$ cat config.mk
export PLATFORM = sky130hd
export DESIGN_NAME = accel_motion_gesture_detector
export DESIGN_NICKNAME = d
export VERILOG_FILES = /design/src/sv/amgd_pkg.sv /design/src/sv/amgd_cfg.sv /design/src/sv/amgd_core.sv /design/src/sv/accel_motion_gesture_detector.sv
export SDC_FILE = /design/constraint.sdc
export NUM_CORES = 1
export LEC_CHECK = 0
export ABC_AREA = 1
export BUFFER_PORTS_ARGS = -buffer_cell sky130_fd_sc_hd__buf_2
export CAP_MARGIN = 20
export CORE_AREA = 2 2 228 208
export DETAILED_ROUTE_END_ITERATION = 10
export DIE_AREA = 0 0 230 210
export GPL_ROUTABILITY_DRIVEN = 0
export SYNTH_ARGS = -nofsm -noshare
export SYNTH_HDL_FRONTEND = slang
export SYNTH_HIERARCHICAL = 1
export SYNTH_SLANG_ARGS = --single-unit
$ cat constraint.sdc
create_clock -name clk -period 3.65 [get_ports clk]
set_clock_uncertainty 0.05 [all_clocks]
set_input_delay 0.73 -clock clk [delete_from_list [all_inputs] [get_ports clk]]
set_output_delay 0.73 -clock clk [all_outputs]
set_load 0.005 [all_outputs]
$ cat src/sv/amgd_pkg.sv
`timescale 1ns / 1ps

package amgd_pkg;

  // Motion state codes
  localparam logic [1:0] MOTION_STILL  = 2'd0;
  localparam logic [1:0] MOTION_PICKUP = 2'd1;
  localparam logic [1:0] MOTION_SHAKE  = 2'd2;
  localparam logic [1:0] MOTION_THROW  = 2'd3;

  // Configuration register indexes
  localparam int CFG_IDX_W = 3;
  localparam logic [CFG_IDX_W-1:0] CFG_STILL_COUNT_LIMIT  = 3'd0;
  localparam logic [CFG_IDX_W-1:0] CFG_STILL_ERROR_LIMIT  = 3'd1;
  localparam logic [CFG_IDX_W-1:0] CFG_SHAKE_THRESHOLD    = 3'd2;
  localparam logic [CFG_IDX_W-1:0] CFG_SHAKE_WINDOW_LIMIT = 3'd3;
  localparam logic [CFG_IDX_W-1:0] CFG_SHAKE_COUNT_LIMIT  = 3'd4;
  localparam logic [CFG_IDX_W-1:0] CFG_THROW_THRESHOLD    = 3'd5;
  localparam logic [CFG_IDX_W-1:0] CFG_THROW_COUNT_LIMIT  = 3'd6;
  localparam logic [CFG_IDX_W-1:0] CFG_COOLDOWN_MS        = 3'd7;
  localparam int CFG_DATA_W = 16;

  // Register reset values
  localparam logic [7:0]  RST_STILL_COUNT_LIMIT  = 8'd25;
  localparam logic [7:0]  RST_STILL_ERROR_LIMIT  = 8'd5;
  localparam logic [15:0] RST_SHAKE_THRESHOLD    = 16'd8192;
  localparam logic [7:0]  RST_SHAKE_WINDOW_LIMIT = 8'd10;
  localparam logic [7:0]  RST_SHAKE_COUNT_LIMIT  = 8'd3;
  localparam logic [15:0] RST_THROW_THRESHOLD    = 16'd2048;
  localparam logic [7:0]  RST_THROW_COUNT_LIMIT  = 8'd10;
  localparam logic [15:0] RST_COOLDOWN_MS        = 16'd2000;

  // 1 g = 4096 LSB; windows are exclusive bounds
  localparam logic [15:0] IN_WIN_LO   = 16'd3850; // 0.94 g
  localparam logic [15:0] IN_WIN_HI   = 16'd4301; // 1.05 g
  localparam logic [15:0] NEAR_WIN_LO = 16'd3604; // 0.88 g
  localparam logic [15:0] NEAR_WIN_HI = 16'd4588; // 1.12 g

  typedef struct packed {
    logic [15:0] accel_mag;
    logic [31:0] time_ms;
  } sample_t;

  typedef struct packed {
    logic [1:0] motion_state;
    logic       is_still;
    logic       shake_flag;
    logic       throw_flag;
    logic       shake_event;
    logic       throw_event;
  } result_t;

  typedef struct packed {
    logic [7:0]  still_count_limit;
    logic [7:0]  still_error_limit;
    logic [15:0] shake_threshold;
    logic [7:0]  shake_window_limit;
    logic [7:0]  shake_count_limit;
    logic [15:0] throw_threshold;
    logic [7:0]  throw_count_limit;
    logic [15:0] cooldown_ms;
  } cfg_t;

endpackage

$ cat src/sv/amgd_cfg.sv
`timescale 1ns / 1ps

module amgd_cfg
  import amgd_pkg::*;
(
  input  logic                  clk,
  input  logic                  rst,
  input  logic                  cfg_we,
  input  logic [CFG_IDX_W-1:0]  cfg_index,
  input  logic [CFG_DATA_W-1:0] cfg_wdata,
  output cfg_t                  cfg
);

  always_ff @(posedge clk) begin
    if (rst) begin
      cfg.still_count_limit  <= RST_STILL_COUNT_LIMIT;
      cfg.still_error_limit  <= RST_STILL_ERROR_LIMIT;
      cfg.shake_threshold    <= RST_SHAKE_THRESHOLD;
      cfg.shake_window_limit <= RST_SHAKE_WINDOW_LIMIT;
      cfg.shake_count_limit  <= RST_SHAKE_COUNT_LIMIT;
      cfg.throw_threshold    <= RST_THROW_THRESHOLD;
      cfg.throw_count_limit  <= RST_THROW_COUNT_LIMIT;
      cfg.cooldown_ms        <= RST_COOLDOWN_MS;
    end else if (cfg_we) begin
      unique case (cfg_index)
        CFG_STILL_COUNT_LIMIT:  cfg.still_count_limit  <= cfg_wdata[7:0];
        CFG_STILL_ERROR_LIMIT:  cfg.still_error_limit  <= cfg_wdata[7:0];
        CFG_SHAKE_THRESHOLD:    cfg.shake_threshold    <= cfg_wdata;
        CFG_SHAKE_WINDOW_LIMIT: cfg.shake_window_limit <= cfg_wdata[7:0];
        CFG_SHAKE_COUNT_LIMIT:  cfg.shake_count_limit  <= cfg_wdata[7:0];
        CFG_THROW_THRESHOLD:    cfg.throw_threshold    <= cfg_wdata;
        CFG_THROW_COUNT_LIMIT:  cfg.throw_count_limit  <= cfg_wdata[7:0];
        CFG_COOLDOWN_MS:        cfg.cooldown_ms        <= cfg_wdata;
        default: ;
      endcase
    end
  end

endmodule

$ cat src/sv/amgd_core.sv
`timescale 1ns / 1ps

module amgd_core
  import amgd_pkg::*;
#(
  parameter int COUNT_WIDTH = 8
) (
  input  logic    clk,
  input  logic    rst,
  input  cfg_t    cfg,
  input  logic    step,
  input  sample_t item,
  output result_t res
);

  localparam int CMP_W = (COUNT_WIDTH > 8) ? COUNT_WIDTH : 8;
  localparam logic [COUNT_WIDTH-1:0] CNT_ZERO = '0;

  logic [1:0]             motion_reg, motion_reg_next;
  logic                   still_flag, still_flag_next;
  logic                   shake_seen, shake_seen_next;
  logic                   throw_seen, throw_seen_next;
  logic [COUNT_WIDTH-1:0] still_counter, still_counter_next;
  logic [COUNT_WIDTH-1:0] near_error_counter, near_error_counter_next;
  logic [COUNT_WIDTH-1:0] shake_hits, shake_hits_next;
  logic [COUNT_WIDTH-1:0] shake_window, shake_window_next;
  logic [COUNT_WIDTH-1:0] throw_counter, throw_counter_next;
  logic [31:0]            last_shake_ms, last_shake_ms_next;
  logic [31:0]            last_throw_ms, last_throw_ms_next;

  logic [COUNT_WIDTH-1:0] sc_inc, ne_inc, hits_inc, win_inc, tc_inc;
  logic                   in_win, near_win, hi, lo, win_open;
  logic [31:0]            shake_age, throw_age;
  logic                   shake_cool_ok, throw_cool_ok;
  logic [1:0]             m_still, m_pick, m_shake;
  logic                   shake_ev, throw_ev;

  function automatic logic [COUNT_WIDTH-1:0] sat_inc(input logic [COUNT_WIDTH-1:0] v);
    return (&v) ? v : v + 1'b1;
  endfunction

  assign sc_inc   = sat_inc(still_counter);
  assign ne_inc   = sat_inc(near_error_counter);
  assign hits_inc = sat_inc(shake_hits);
  assign win_inc  = sat_inc(shake_window);
  assign tc_inc   = sat_inc(throw_counter);

  assign in_win   = (item.accel_mag > IN_WIN_LO) && (item.accel_mag < IN_WIN_HI);
  assign near_win = (item.accel_mag > NEAR_WIN_LO) && (item.accel_mag < NEAR_WIN_HI);
  assign hi       = item.accel_mag > cfg.shake_threshold;
  assign lo       = item.accel_mag < cfg.throw_threshold;
  assign win_open = CMP_W'(shake_window) < CMP_W'(cfg.shake_window_limit);

  // Wrapping age since the last reported event
  assign shake_age     = item.time_ms - last_shake_ms;
  assign throw_age     = item.time_ms - last_throw_ms;
  assign shake_cool_ok = shake_age >= {16'd0, cfg.cooldown_ms};
  assign throw_cool_ok = throw_age >= {16'd0, cfg.cooldown_ms};

  always_comb begin
    still_counter_next      = still_counter;
    near_error_counter_next = near_error_counter;
    still_flag_next         = still_flag;
    shake_hits_next         = shake_hits;
    shake_window_next       = shake_window;
    shake_seen_next         = shake_seen;
    throw_counter_next      = throw_counter;
    throw_seen_next         = throw_seen;
    last_shake_ms_next      = last_shake_ms;
    last_throw_ms_next      = last_throw_ms;
    m_still                 = motion_reg;
    shake_ev                = 1'b0;
    throw_ev                = 1'b0;

    // Still decision
    if (in_win) begin
      if (CMP_W'(sc_inc) >= CMP_W'(cfg.still_count_limit)) begin
        still_counter_next      = CNT_ZERO;
        near_error_counter_next = CNT_ZERO;
        still_flag_next         = 1'b1;
        m_still                 = MOTION_STILL;
      end else begin
        still_counter_next = sc_inc;
      end
    end else if (near_win) begin
      if (CMP_W'(ne_inc) > CMP_W'(cfg.still_error_limit)) begin
        still_counter_next      = CNT_ZERO;
        near_error_counter_next = CNT_ZERO;
        still_flag_next         = 1'b0;
      end else begin
        near_error_counter_next = ne_inc;
        still_counter_next      = sc_inc;
      end
    end else begin
      still_counter_next      = CNT_ZERO;
      near_error_counter_next = CNT_ZERO;
      still_flag_next         = 1'b0;
    end

    // Pickup: was still, no longer still
    m_pick = (m_still == MOTION_STILL && !still_flag_next) ? MOTION_PICKUP : m_still;

    // Shake
    m_shake = m_pick;
    if (hi && win_open) begin
      if (CMP_W'(hits_inc) >= CMP_W'(cfg.shake_count_limit)) begin
        shake_hits_next   = CNT_ZERO;
        shake_window_next = CNT_ZERO;
        shake_seen_next   = 1'b1;
        m_shake           = MOTION_SHAKE;
        if (shake_cool_ok) begin
          shake_ev           = 1'b1;
          last_shake_ms_next = item.time_ms;
        end
      end else begin
        shake_hits_next   = hits_inc;
        shake_window_next = win_inc;
      end
    end else if (win_open && shake_hits != CNT_ZERO) begin
      shake_window_next = win_inc;
      shake_seen_next   = 1'b0;
    end else begin
      shake_hits_next   = CNT_ZERO;
      shake_window_next = CNT_ZERO;
    end

    // Throw
    motion_reg_next = m_shake;
    if (lo) begin
      if (CMP_W'(tc_inc) >= CMP_W'(cfg.throw_count_limit)) begin
        throw_counter_next = CNT_ZERO;
        throw_seen_next    = 1'b1;
        motion_reg_next    = MOTION_THROW;
        if (throw_cool_ok) begin
          throw_ev           = 1'b1;
          last_throw_ms_next = item.time_ms;
        end
      end else begin
        throw_counter_next = tc_inc;
      end
    end else begin
      throw_counter_next = CNT_ZERO;
      throw_seen_next    = 1'b0;
    end
  end

  assign res.motion_state = motion_reg_next;
  assign res.is_still     = still_flag_next;
  assign res.shake_flag   = shake_seen_next;
  assign res.throw_flag   = throw_seen_next;
  assign res.shake_event  = shake_ev;
  assign res.throw_event  = throw_ev;

  always_ff @(posedge clk) begin
    if (rst) begin
      motion_reg         <= MOTION_STILL;
      still_flag         <= 1'b0;
      shake_seen         <= 1'b0;
      throw_seen         <= 1'b0;
      still_counter      <= CNT_ZERO;
      near_error_counter <= CNT_ZERO;
      shake_hits         <= CNT_ZERO;
      shake_window       <= CNT_ZERO;
      throw_counter      <= CNT_ZERO;
      last_shake_ms      <= 32'd0;
      last_throw_ms      <= 32'd0;
    end else if (step) begin
      motion_reg         <= motion_reg_next;
      still_flag         <= still_flag_next;
      shake_seen         <= shake_seen_next;
      throw_seen         <= throw_seen_next;
      still_counter      <= still_counter_next;
      near_error_counter <= near_error_counter_next;
      shake_hits         <= shake_hits_next;
      shake_window       <= shake_window_next;
      throw_counter      <= throw_counter_next;
      last_shake_ms      <= last_shake_ms_next;
      last_throw_ms      <= last_throw_ms_next;
    end
  end

endmodule

$ cat src/sv/accel_motion_gesture_detector.sv
// Flow: a request taken waits in the input register, and its result is loaded
//   into the result register as it leaves, once the result register advances.
// Throughput: one request per clock unless the result side stalls; a sample's
//   update sits in the single combinational pass between the two registers.
// Reset (rst, synchronous): clears all counters, flags, event times and
//   valid bits, and restores every configuration register to its default.
`timescale 1ns / 1ps

module accel_motion_gesture_detector
  import amgd_pkg::*;
#(
  parameter int COUNT_WIDTH = 8
) (
  input  logic                  clk,
  input  logic                  rst,
  // sample channel
  input  logic                  sample_valid,
  output logic                  sample_stall,
  input  sample_t               sample,
  // result channel
  output logic                  result_valid,
  input  logic                  result_stall,
  output result_t               result,
  // configuration write port
  input  logic                  cfg_we,
  input  logic [CFG_IDX_W-1:0]  cfg_index,
  input  logic [CFG_DATA_W-1:0] cfg_wdata
);

  cfg_t    cfg;
  logic    s1_valid;
  sample_t s1_item;
  logic    advance;
  logic    step;
  result_t core_res;

  // The result register moves on whenever it is empty or being taken.
  assign advance = !result_valid || !result_stall;
  // Hold the input side only when the input register is full and blocked.
  assign sample_stall = s1_valid && !advance;
  // Commit the state of the sample in the input register as it leaves.
  assign step = s1_valid && advance;

  amgd_cfg u_cfg (
    .clk       (clk),
    .rst       (rst),
    .cfg_we    (cfg_we),
    .cfg_index (cfg_index),
    .cfg_wdata (cfg_wdata),
    .cfg       (cfg)
  );

  amgd_core #(
    .COUNT_WIDTH (COUNT_WIDTH)
  ) u_core (
    .clk  (clk),
    .rst  (rst),
    .cfg  (cfg),
    .step (step),
    .item (s1_item),
    .res  (core_res)
  );

  // Input register
  always_ff @(posedge clk) begin
    if (rst) begin
      s1_valid <= 1'b0;
    end else if (!sample_stall) begin
      s1_valid <= sample_valid;
    end
  end

  always_ff @(posedge clk) begin
    if (!sample_stall && sample_valid) begin
      s1_item <= sample;
    end
  end

  // Result register
  always_ff @(posedge clk) begin
    if (rst) begin
      result_valid <= 1'b0;
    end else if (advance) begin
      result_valid <= s1_valid;
    end
  end

  always_ff @(posedge clk) begin
    if (step) begin
      result <= core_res;
    end
  end

endmodule

-- Word level (Yosys, flattened, before mapping)
Index checks and enable logic that the tools add are counted.
- logic and storage cells: 133
- flip-flop bits (word level): 254
- input port bits: 72
- reductions and logical operators: 36
- add/subtract/negate cells: 7
- equality and inequality tests: 9
- muxes and demuxes: 39
- order comparisons: 13
- operators by type and width (kind ; count):
    $mux 8 ; 21
    $ge 32x16->1 ; 2
    $sub 32x32->32 ; 2
    $add 8x1->8 const B ; 5
    $reduce_and 8->1 ; 5
    $gt 16x12->1 const B ; 2
    $lt 16x13->1 const B ; 2
    $ge 8x8->1 ; 3
    $reduce_and 2->1 ; 12
    $gt 16x16->1 ; 1
    $lt 16x16->1 ; 1
    $mux 2 ; 7
    $eq 3x3->1 const B ; 4
    $mux 1 ; 11
    $gt 8x8->1 ; 1
    $logic_and 1x1->1 ; 8
    $lt 8x8->1 ; 1
    $reduce_and 4->1 ; 2
    $reduce_bool 8->1 ; 1
    $eq 3x2->1 const B ; 2
    $logic_not 1->1 ; 5
    $eq 3x1->1 const B ; 1
    $logic_not 3->1 ; 1
    $logic_not 2->1 ; 1
    3 further kinds ; 3

-- Depth between registers and ports, before layout
- depth after elaboration: 13
- depth in mapped cells: 28
- mapped depth without buffers: 27

-- Cells and area by module
Netlist, hierarchy kept.
- modules (own cells, without submodules) (module ; cells each ; instances ; area an instance (um^2) ; seq. area each (um^2)):
    amgd_core ; 2266 ; 1 ; 12944.9 ; 2182.1
    amgd_cfg ; 493 ; 1 ; 3472.1 ; 1761.7
    accel_motion_gesture_detector ; 67 ; 1 ; 1742.9 ; 1691.6

-- Worst setup path after synthesis
Ideal clock, no wire load.
- path type: register -> register
- start: register s1_item[0] in the netlist's numbering
- end: register result[1] in the netlist's numbering (data pin)
- data required time: 3.349 ns
- period minus slack after synthesis: 3.283 ns
- stages on the path, launching flop included: 25
- buffers on the path: 2
- setup slack: 0.367 ns
- arrival: 2.982 ns
- cell sequence: edfxtp_1 > inv_1 > ha_1 > fa_1 > inv_1 > nand3_1 > nand3_1 > nand2_1 > nand2_1 > nand2_1 > nand2_1 > xor2_1 > ha_1 > inv_1 > nor3_1 > a211oi_1 > nand3_1 > nor2_1 > nand3_1 > nor2_1 > nand2_2 > buf_2 > nand2_1 > nor2_1 > buf_4
- cells in the longest elaborated chain, start to end: 3
- RTL lines (item ; RTL line ; source):
    from (decl) ; accel_motion_gesture_detector.sv:32 ; sample_t s1_item;
    from (signal assigned) ; accel_motion_gesture_detector.sv:75 ; s1_item <= sample;
    $sub 32x32->32 ; amgd_core.sv:55 ; assign shake_age = item.time_ms - last_shake_ms;
    $ge 32x16->1 ; amgd_core.sv:57 ; assign shake_cool_ok = shake_age >= {16'd0, cfg.cooldown_ms};
    $mux 1 ; amgd_core.sv:111 ; if (shake_cool_ok) begin
    to (signal assigned) ; accel_motion_gesture_detector.sv:90 ; result <= core_res;
    to (decl) ; accel_motion_gesture_detector.sv:23 ; output result_t result,
No other way between the ends.
A chain may end at the register's enable or synchronous reset.

-- Worst setup path after layout
- start: register s1_item[7] in the netlist's numbering
- end: register u_core.last_throw_ms[9]
- cells in the longest elaborated chain, start to end: 3
- RTL lines (item ; RTL line ; source):
    $sub 32x32->32 ; amgd_core.sv:56 ; assign throw_age = item.time_ms - last_throw_ms;
    $ge 32x16->1 ; amgd_core.sv:58 ; assign throw_cool_ok = throw_age >= {16'd0, cfg.cooldown_ms};
    $reduce_and 4->1 (no line) ; - ;
    to (signal assigned) ; amgd_core.sv:178 ; last_throw_ms <= last_throw_ms_next;
    to (decl) ; amgd_core.sv:29 ; logic [31:0] last_throw_ms, last_throw_ms_next;
No other way between the ends.

==> impl_summary.txt <==
----------------------------------------------------
[Route]
  Via density per instance ... 4.98
  First-pass iteration count of the detailed router ... 6
  Avg WL per Cell ... approximately 15 microns
  Via total after detailed routing ... approximately 18,000
  Residual DRC ... 0
  Antenna-violating nets left ... 0
  Detailed-route wire length ... 55.3 mm
  Detailed Route Iter0 Violations ... between 1,500 and 2,000

[Cells and area]
  Footprint of the multi-input gates ... around 0.011 sq mm
  Post-layout nets ... 3,199
  Commonest cells after routing, fill and taps aside ... sky130_fd_sc_hd__nand2_1 (741), sky130_fd_sc_hd__inv_1 (485), sky130_fd_sc_hd__nor2_1 (350)
  Area Overhead vs Synth ... 20.2%
  Leading cell type in the layout, fill and taps excluded ... sky130_fd_sc_hd__nand2_1
  Final core occ ... between 40 and 50%
  Largest Register ... u_cfg/cfg
  Largest registers ... u_cfg/cfg (88), s1_item (48)
  Share of final-layout standard cells stronger than drive strength 1 ... 14.7%
  Number of fill cells ... between 4,000 and 5,000
  Sequential cell area ... 0.00564 sq mm
  Antenna diode instance count ... 0
  Number of flip-flops under the largest register name ... ~90
  Number of standard cells in the layout, taps in and fillers out ... about 3,600

[Floorplan]
  Io pins ... 81
  Area of the core ... between 0.04 and 0.05 sq mm
  Vertical die dimension ... ~210 microns
  Die area ... just under 0.05 sq mm
  Std-Cell Rows ... between 70 and 80
  Horizontal die dimension ... 230 microns
  Starting density of the core ... 39.5%

[Synthesis]
  Unique masters post-synth ... between 40 and 50
  Main flop type after synthesis ... sky130_fd_sc_hd__dfxtp_1
  Combined area of all synthesized cells ... between 0.015 and 0.02 sq mm
  Synth Instances ... ~2,800
  Net count of the mapped netlist ... between 3,000 and 4,000
  Sequential area share after synthesis ... around 31%
  Most area-consuming cells after synthesis ... sky130_fd_sc_hd__dfxtp_1 (22%), sky130_fd_sc_hd__nand2_1 (17%), sky130_fd_sc_hd__ha_1 (12%)
  Async set or reset register ratio after synthesis ... 0%
  Total of flip-flops plus latches after synthesis ... around 250
  Share of Yosys cell area claimed by the top area cell type ... about 22%
  Avg Cell Area, Syn ... 6.43 sq um
  Synth Warn # ... 6
  Count of flip-flops with a built-in enable after synthesis ... 55
  Synth area leader ... sky130_fd_sc_hd__dfxtp_1

[Place]
  HPWL Detailed ... a little over 40 mm
  Port Buf Inserts ... 80
  Count of placed standard cells including taps ... 3,500

[Global routing]
  GR Layer Usage met2 ... between 30% and 40%
  Overflow left after global routing ... 0
  Via count of the first global-routing pass ... between 15,000 and 20,000
  Overall fraction of global-route tracks in use ... 21.4%
  Initial antenna violation count ... 0
  Most heavily used metal layer in global routing ... met2
  Maximum number of pins on one net before global-route repair ... between 60 and 70
  First-pass GRT wire length ... approximately 84 mm
  Global routing usage on met3 ... 2.42%
  M1 GR Usage ... 30.4%

[Clocking]
  Number of hold buffers added after CTS ... 0
  Level count of the clock H-tree ... 1
  Clk sinks ... 254
  Clock-pin transition on the worst setup and hold timing paths ... 0.06 ns
  Clk Latency, worst-skew pair ... just over 0.6 ns
  TritonCTS Buffers ... 31
  Buffer type at the clock tree root ... sky130_fd_sc_hd__clkbuf_16
  Clock Tree Buf Depth ... 3
  Clock tree from TritonCTS ... done

[Pwr]
  NetSw ... between 2 and 3 mW
  Logic pwr share ... 25.7%
  Sw Ratio ... between 30% and 40%
  Power density of the placed cells ... between 300 and 400 mW/mm^2
  Worst ir drop on vdd ... between 0.3 and 0.4 mV
  Share of power burned in registers ... between 30% and 40%
  Leakage power ... between 10 and 15 nW
  Internal power contribution ... 5.48 mW
  Part of the power in the clock network ... a little over a third

[Hold path]
  HP Start ... sample[34]
  Hold WC Path Type ... in2reg
  Number of cells on the worst hold path ... 1
  Hold EP ... s1_item[34]

[Worst setup path]
  Setup slack of the worst register-to-register path ... 0.01 ns
  Max Fanout on Critical Path ... 13
  Origin of the critical flop-to-flop path ... s1_item[7]
  Kind of end point of the critical path ... register
  Startpoint type of the worst setup path ... register
  Required time of the critical path ... ~4.1 ns
  Capture point of the worst reg-to-reg path ... u_core/last_throw_ms[9]
  Logic depth of the worst register-to-register path ... 23
  Setup CP Type ... reg2reg
  Worst EP arrival ... about 4.1 ns

[STA]
  Max Transition Viols Final ... 0
  Final hold vios ... 0
  Fmax ... approximately 280 MHz
  Slew margin rel. ... between 30 and 40%
  Time the worst path needs with I/O delays and setup ... around 3.6 ns
  Slew of the pin with the lowest slew margin ... slightly above 1 ns
  Setup repair after global routing missed its margin ... true
  Worst hold slack ... roughly 0.24 ns
  Setup Viol. Count Final ... 0
  Period utilization ... 99.6%

[Status]
  Result of the run ... finished clean

[Flow run]
  Max-Cap Viols ... 0

----------------------------------------------------
critical path, stage by stage, from the launching register on:
cell	delay, ns
sky130_fd_sc_hd__edfxtp_1	0.43
sky130_fd_sc_hd__buf_4	0.19
sky130_fd_sc_hd__ha_4	0.30
sky130_fd_sc_hd__nand2_1	0.14
sky130_fd_sc_hd__nor2_2	0.19
sky130_fd_sc_hd__nand3_1	0.12
sky130_fd_sc_hd__nand3_1	0.14
sky130_fd_sc_hd__xor2_1	0.17
sky130_fd_sc_hd__ha_1	0.25
sky130_fd_sc_hd__nand2_1	0.08
sky130_fd_sc_hd__nor2_1	0.04
sky130_fd_sc_hd__a211oi_1	0.21
sky130_fd_sc_hd__nand2_1	0.11
sky130_fd_sc_hd__nand2_1	0.08
sky130_fd_sc_hd__nand3_1	0.07
sky130_fd_sc_hd__nor2_1	0.11
sky130_fd_sc_hd__nand2_1	0.09
sky130_fd_sc_hd__nor2_4	0.12
sky130_fd_sc_hd__nand2_4	0.12
sky130_fd_sc_hd__nand3_4	0.16
sky130_fd_sc_hd__clkbuf_16	0.20
sky130_fd_sc_hd__nand2_1	0.06
sky130_fd_sc_hd__inv_1	0.05
sky130_fd_sc_hd__nor2_1	0.04
logic make-up after synthesis:
| group | after synthesis | synth area share, % |
|---|---|---|
| AND/OR/NAND/NOR | 1517 | 34.7 |
| buffers and inverters | 606 | 13.1 |
| multiplexers | 1 | 0.0551 |
| XOR/XNOR | 48 | 2.31 |
| flip-flops | 254 | 31.0 |
| AO/OA/AOI/OAI | 228 | 6.79 |
| adder cells (fa/ha/maj) | 172 | 11.9 |
how the worst max path moves through the flow:
stage / from / endpoint / slack [ns] / depth (start not counted)
2_1_floorplan: s1_item[0] / result[1] / 0.37 / 24
3_3_place_gp: s1_item[2] / u_core/last_throw_ms[0] / 0.11 / 24
3_5_place_dp: s1_item[2] / u_core/last_throw_ms[11] / 0.05 / 24
4_1_cts: s1_item[2] / u_core/last_throw_ms[11] / 0.006 / 24
5_1_grt: s1_item[7] / u_core/last_throw_ms[9] / -0.13 / 27
6_report: s1_item[7] / u_core/last_throw_ms[9] / 0.01 / 23
synthesized netlist by cell type (all sizes together), types with 5 or more instances:
master  instances
o21bai          5
a211oi          9
nand3         190
nand3b          8
ha            170
nand2         816
buf            43
dfxtp         199
clkbuf         27
o21ai          49
or2             5
a21oi         146
nand4          84
clkinv          9
inv           527
edfxtp         55
o21a            7
nor2          383
xor2           41
xnor2           7
nor3           26
power by group through the flow:
stage,logic (mW),clock network (mW),registers [mW]
after global placement,1.78,0,3.15
after global routing,2.35,3.18,3.10
after detailed placement,1.81,0,3.15
after floorplan,1.29,0,3.11
final,2.11,3.00,3.09
after CTS,1.82,3.08,3.09
metal layers:
layer / share of wire (%) / vias up
met1: 47 / 8253
met5: 0 / -
met4: 2.5 / 0
li1: - / 9090
met3: 5.6 / 85
met2: 45 / 479
per-stage QoR:
| stage | cell area [sq um] | TNS [ns] | power, mW | worst slack [ns] |
|---|---|---|---|---|
| 6_report | 21800 | 0 | 8.21 | 0.0140 |
| 5_1_grt | 21800 | -6.27 | 8.63 | -0.132 |
| 4_1_cts | 20400 | 0 | 8.00 | 0.00601 |
| 3_5_place_dp | 19400 | 0 | 4.96 | 0.0536 |
| 3_3_place_gp | 19400 | 0 | 4.93 | 0.106 |
| 2_1_floorplan | 18200 | 0 | 4.40 | 0.367 |
layout make-up:
| class | count | share of cell area [%] |
|---|---|---|
| clock buffer | 43 | 4.04 |
| clock inverter | 15 | 0.441 |
| inverter | 536 | 9.22 |
| multi-input combinational | 1966 | 50.7 |
| sequential | 254 | 25.8 |
| tap | 616 | 3.53 |
| timing repair buffer | 166 | 6.22 |
repair_timing:
item                                    4_1_cts  5_1_grt
resized for setup                             0      247
hold endpoints to repair                      0        0
setup buffers                                 0       28
endpoints found under the setup margin        0       96
No activity file was read; power rests on OpenSTA's default activity.
